<file path="config.mk">
export PLATFORM = sky130hd
export DESIGN_NAME = scd_ctrl
export DESIGN_NICKNAME = d
export VERILOG_FILES = /design/src/rtl/scd_pkg.sv /design/src/rtl/scd_ctrl.sv
export SDC_FILE = /design/constraint.sdc
export NUM_CORES = 1
export LEC_CHECK = 0
export BUFFER_PORTS_ARGS = -buffer_cell sky130_fd_sc_hd__buf_2
export CORE_MARGIN = 2
export CORE_UTILIZATION = 46
export CTS_CLUSTER_SIZE = 14
export DETAILED_ROUTE_END_ITERATION = 12
export PLACE_DENSITY = 0.73
export SLEW_MARGIN = 20
export SYNTH_ARGS = -nofsm -noshare
export SYNTH_HDL_FRONTEND = slang
export SYNTH_SLANG_ARGS = --single-unit
</file>
<file path="constraint.sdc">
create_clock -name clk -period 1.72 [get_ports clk]
set_input_delay 0.344 -clock clk [delete_from_list [all_inputs] [get_ports clk]]
set_output_delay 0.344 -clock clk [all_outputs]
set_load 0.005 [all_outputs]
</file>
<file path="src/rtl/scd_pkg.sv">
// ----------------------------------------------------------------------------
// scd_pkg: shared types and constants for the scaled cosine distance unit
// Holds the command and status structs between controller and datapath.
// ----------------------------------------------------------------------------
package scd_pkg;

  localparam int DIMS_DEFAULT        = 64;
  localparam int VALUE_WIDTH_DEFAULT = 16;
  localparam int INDEX_WIDTH         = 6;
  localparam int SCALE_WIDTH         = 16;
  localparam int COST_WIDTH          = 16;
  localparam int ACC_WIDTH           = 64;
  localparam int ROOT_WIDTH          = 32;
  localparam logic [SCALE_WIDTH-1:0] SCALE_ONE = 16'd256;
  localparam logic [COST_WIDTH-1:0]  ONE_Q14   = 16'd16384;
  localparam logic                   MODE_LOAD = 1'b0;
  localparam logic                   MODE_DATA = 1'b1;

  // Controller to datapath commands
  typedef struct packed {
    logic capture;    // latch an accepted word into the input stage
    logic mac;        // scale and accumulate the captured element
    logic acc_clear;  // clear the accumulators
    logic sqrt_start; // load both root units
    logic sqrt_step;  // advance both root units by one bit
    logic mul_start;  // form root product
    logic div_start;  // load the divider
    logic div_step;   // advance the divider by one quotient bit
    logic finish;     // form cost into the output register
  } scd_cmd_t;

  // Datapath to controller status
  typedef struct packed {
    logic is_data;
    logic is_last;
    logic zero_norm;
    logic sat;
    logic clearing;   // scale table refill after reset
  } scd_status_t;

endpackage

</file>
<file path="src/rtl/scd_ctrl.sv">
// ----------------------------------------------------------------------------
// scd_ctrl: sequencer for the scaled cosine distance unit
// Accepts words, waits out the MAC, runs root and divide on the last element.
// ----------------------------------------------------------------------------
module scd_ctrl
  import scd_pkg::*;
(
  input  logic        clk,
  input  logic        rst,
  input  logic        in_valid,
  output logic        in_stall,
  output logic        out_valid,
  input  logic        out_stall,
  output scd_cmd_t    cmd,
  input  scd_status_t status
);

  typedef enum logic [2:0] {
    S_IDLE, S_MAC, S_ACC, S_SQRT, S_DIV, S_DONE
  } state_t;

  state_t     state;
  logic [5:0] cnt;
  logic       accept;

  // Take a word when idle and the scale table is ready
  assign in_stall = (state != S_IDLE) || status.clearing;
  assign accept   = in_valid && !in_stall;

  always_comb begin
    cmd            = '0;
    cmd.capture    = accept;
    cmd.mac        = state == S_MAC;
    cmd.sqrt_start = state == S_SQRT && cnt == 6'd33;
    cmd.sqrt_step  = state == S_SQRT && cnt != 6'd33 && cnt != 6'd0;
    cmd.mul_start  = state == S_SQRT && cnt == 6'd0;
    cmd.div_start  = state == S_DIV && cnt == 6'd16;
    cmd.div_step   = state == S_DIV && cnt != 6'd16 && cnt != 6'd0;
    cmd.finish     = state == S_DONE && (!out_valid || !out_stall);
    cmd.acc_clear  = state == S_DONE && (!out_valid || !out_stall);
  end

  always_ff @(posedge clk) begin
    if (rst) begin
      state     <= S_IDLE;
      cnt       <= '0;
      out_valid <= 1'b0;
    end else begin
      if (cmd.finish) begin
        out_valid <= 1'b1;
      end else if (out_valid && !out_stall) begin
        out_valid <= 1'b0;
      end
      case (state)
        S_IDLE: begin
          if (accept) state <= S_MAC;
        end
        S_MAC: begin
          // Load words finish here; data words wait for accumulation
          state <= status.is_data ? S_ACC : S_IDLE;
        end
        S_ACC: begin
          if (!status.is_last) begin
            state <= S_IDLE;
          end else begin
            state <= S_SQRT;
            cnt   <= 6'd33;
          end
        end
        S_SQRT: begin
          if (cnt == 6'd0) begin
            state <= S_DIV;
            cnt   <= 6'd16;
          end else begin
            cnt <= cnt - 6'd1;
          end
        end
        S_DIV: begin
          if (cnt == 6'd0) begin
            state <= S_DONE;
          end else begin
            cnt <= cnt - 6'd1;
          end
        end
        S_DONE: begin
          // Hold until the output register is free
          if (cmd.finish) state <= S_IDLE;
        end
        default: state <= S_IDLE;
      endcase
    end
  end

endmodule

</file>
==> metrics.txt <==
status complete, no violations; Finished Cell Area 1070 sq um; post-DR vias/cell 6.17; fin. max-slew vios 0; Initial Utilization 0.475; CTS Buf Count 3; Worst-Margin Slew 0.356 ns; adder-cell share of the synthesized area 0.0468; Final WS setup 0.0231 ns; Final Core Density 0.636; ys async rst share 0; Die Area 2090 sq um; Most used DFF post-synth dfxtp_1; 1st-pass router iterations 4; #FFs+latches synth 10; Top Ports 20; CTS tree done; grt met3 use 0.0635; Cell Pwr Density 550 nW/um^2; post-layout min period 1.70 ns; Syn. warnings 0; CP Max Fanout 6; average wire per cell in the routed design 14.6 um; residual DRC count 0; Avg Inst Size Synth 7.57 sq um; Clk pin slew, worst setup/hold paths 0.07 ns; Pleak 0.528 nW; vias in the first global route 774; Max Cap Violations 0; Mapped Area 802 sq um; input/output buffers 17; placed cells 142; non-filler cells, final 151; grt ovf 0; DRT iter0 DRCs 22; total power 0.000590 W; largest net degree at the start of global routing 13; delay-heaviest family, CP simple AND/OR/NAND/NOR gates; first-pass GRT wire length 3350 um; Layout Skew 0.000605 ns; clock sinks 10; Max stage delay cell, worst path dfxtp_4; WS Path Type register to output pin; Root Driver clkbuf_4; hpwl dp 1410 um; Die X 45.8 um; commonest non-fill, non-tap cells in the layout nor2_1, buf_2, buf_4; Filler Cell Count 150; GRT busiest layer met2; via count 932; simple-gate area share of the yosys netlist 0.385; routed wire length 2210 um; syn_nets 118; H-tree Lvls 1; row cnt 15; maximum clock frequency 0.589 GHz; final net count 148; CTS Hold Bufs 0; synthesis-to-finish area growth 33.9%; placed cell area 930 sq um; Gate Count Post-Synth 106; initial antenna violation count 0; final worst-path cycle share 0.987; Cell Chain, Critical Path nor3_4 -> nand3_2 -> and2_4 -> buf_6; post-route ant nets 0; Req. time, crit path 1.38 ns; Worst path max stage delay 0.37 ns; Buffers & Inverters on Critical Path 1; core outline area 1690 sq um; endpoint class of the critical path output pin; final hold violations 0; Synth Area in Compound Gates 0.237; WP data arrival 1.35 ns; largest family of logic cells by synthesized area simple AND/OR/NAND/NOR gates; RSZ-0062 raised after global routing yes; critical path startpoint category register; Global Route Usage Sum 0.224; met2 global-route usage 0.330; clock latency on the worst-skew pair 0.28 ns; post-placement setup slack 0.00750 ns; Peak supply drop 0.364 mV; n_diodes 0; XOR/XNOR Fraction of Synth Area 0; sequential area share after synthesis 0.250; worst min-delay path class input port to register; met1 GRT Util 0.300; Die Y 45.8 um; Slew HR 0.760; Final Wtd Congestion 0.883; Synth cell types 39; layout cell share with drive strength beyond 1 0.448; number of synthesized flops with an enable pin 0; Setup violations, final 0; Clock Tree Buf Depth 2; post-synthesis mux area share 0
==> path summary, 6_finish.rpt <==
path / start / end / slack [ns] / cells after the start
max: cnt[2] / cmd[4] / 0.02 / 4
min: out_stall / out_valid / 0.35 / 3
max reg2reg: cnt[1] / cnt[4] / 0.05 / 8
min reg2reg: out_valid / out_valid / 0.51 / 2
==> flip-flops by register name, summed over array words and instances, names as in the netlist <==
signal,count
cnt,6
state,3
out_valid,1
==> timing repair <==
| action | 4_1_cts | 5_1_grt |
|---|---|---|
| resized for setup | 6 | 16 |
| pin swaps | 1 | 4 |
| endpoints found under the hold margin | 0 | 0 |
| buffers inserted | 2 | 4 |
| setup endpoints to repair | 4 | 7 |
==> cells by family after synthesis <==
logic type	count (synthesis)
AND/OR/NAND/NOR	56
buffers and inverters	11
flip-flops	10
AO/OA/AOI/OAI	26
adder cells (fa/ha/maj)	3
==> metal layers <==
metal	wire, um	up-vias
li1	-	443
met1	995	441
met2	1030	43
met3	155	5
met4	28	0
met5	0	-
==> power breakdown <==
group	leakage (nW)	internal, W	total (W)	switching (W)
Clock	0.0138	0.0000813	0.000175	0.0000941
Combinational	0.429	0.0000767	0.000158	0.0000813
Sequential	0.0846	0.000240	0.000257	0.0000169
Total	0.528	0.000398	0.000590	0.000192
==> metrics by stage <==
stage                     setup TNS (ns)  hold slack (ns)
after floorplan                        0            0.486
after global placement                 0            0.483
after CTS                       -0.00305            0.362
after detailed placement               0            0.502
after global routing              -0.111            0.401
final                                  0            0.353
==> final cells by class <==
| type | count | area (sq um) | share of cell area |
|---|---|---|---|
| clock buffer | 3 | 22.5 | 0.0210 |
| inverter | 3 | 11.3 | 0.0105 |
| multi-input combinational | 85 | 596 | 0.555 |
| sequential | 10 | 211 | 0.197 |
| tap | 17 | 21.3 | 0.0198 |
| timing repair buffer | 33 | 211 | 0.197 |
==> cell usage after synthesis, types with 3 or more instances <==
library cell	count	area [sq um]
ha_1	3	37.5
nor2_1	16	60.1
nand2b_1	4	25.0
nand3_1	3	15.0
nand2_1	10	37.5
a311oi_1	3	26.3
nor2b_1	3	18.8
o21ai_0	5	25.0
buf_4	4	30.0
dfxtp_1	10	200
a21oi_1	5	25.0
nor3_1	7	35.0
inv_1	3	11.3
==> worst register-to-register path, delay by kind of cell (launching register included) <==
family                     cells  cell delay, ns
AOI/OAI and AO/OA              3            0.58
buffers and inverters          3            0.34
DFF                            1            0.33
and+or+nand+nor                1            0.17
adders and majority gates      1            0.15
Power figures use the tool's default switching activity.
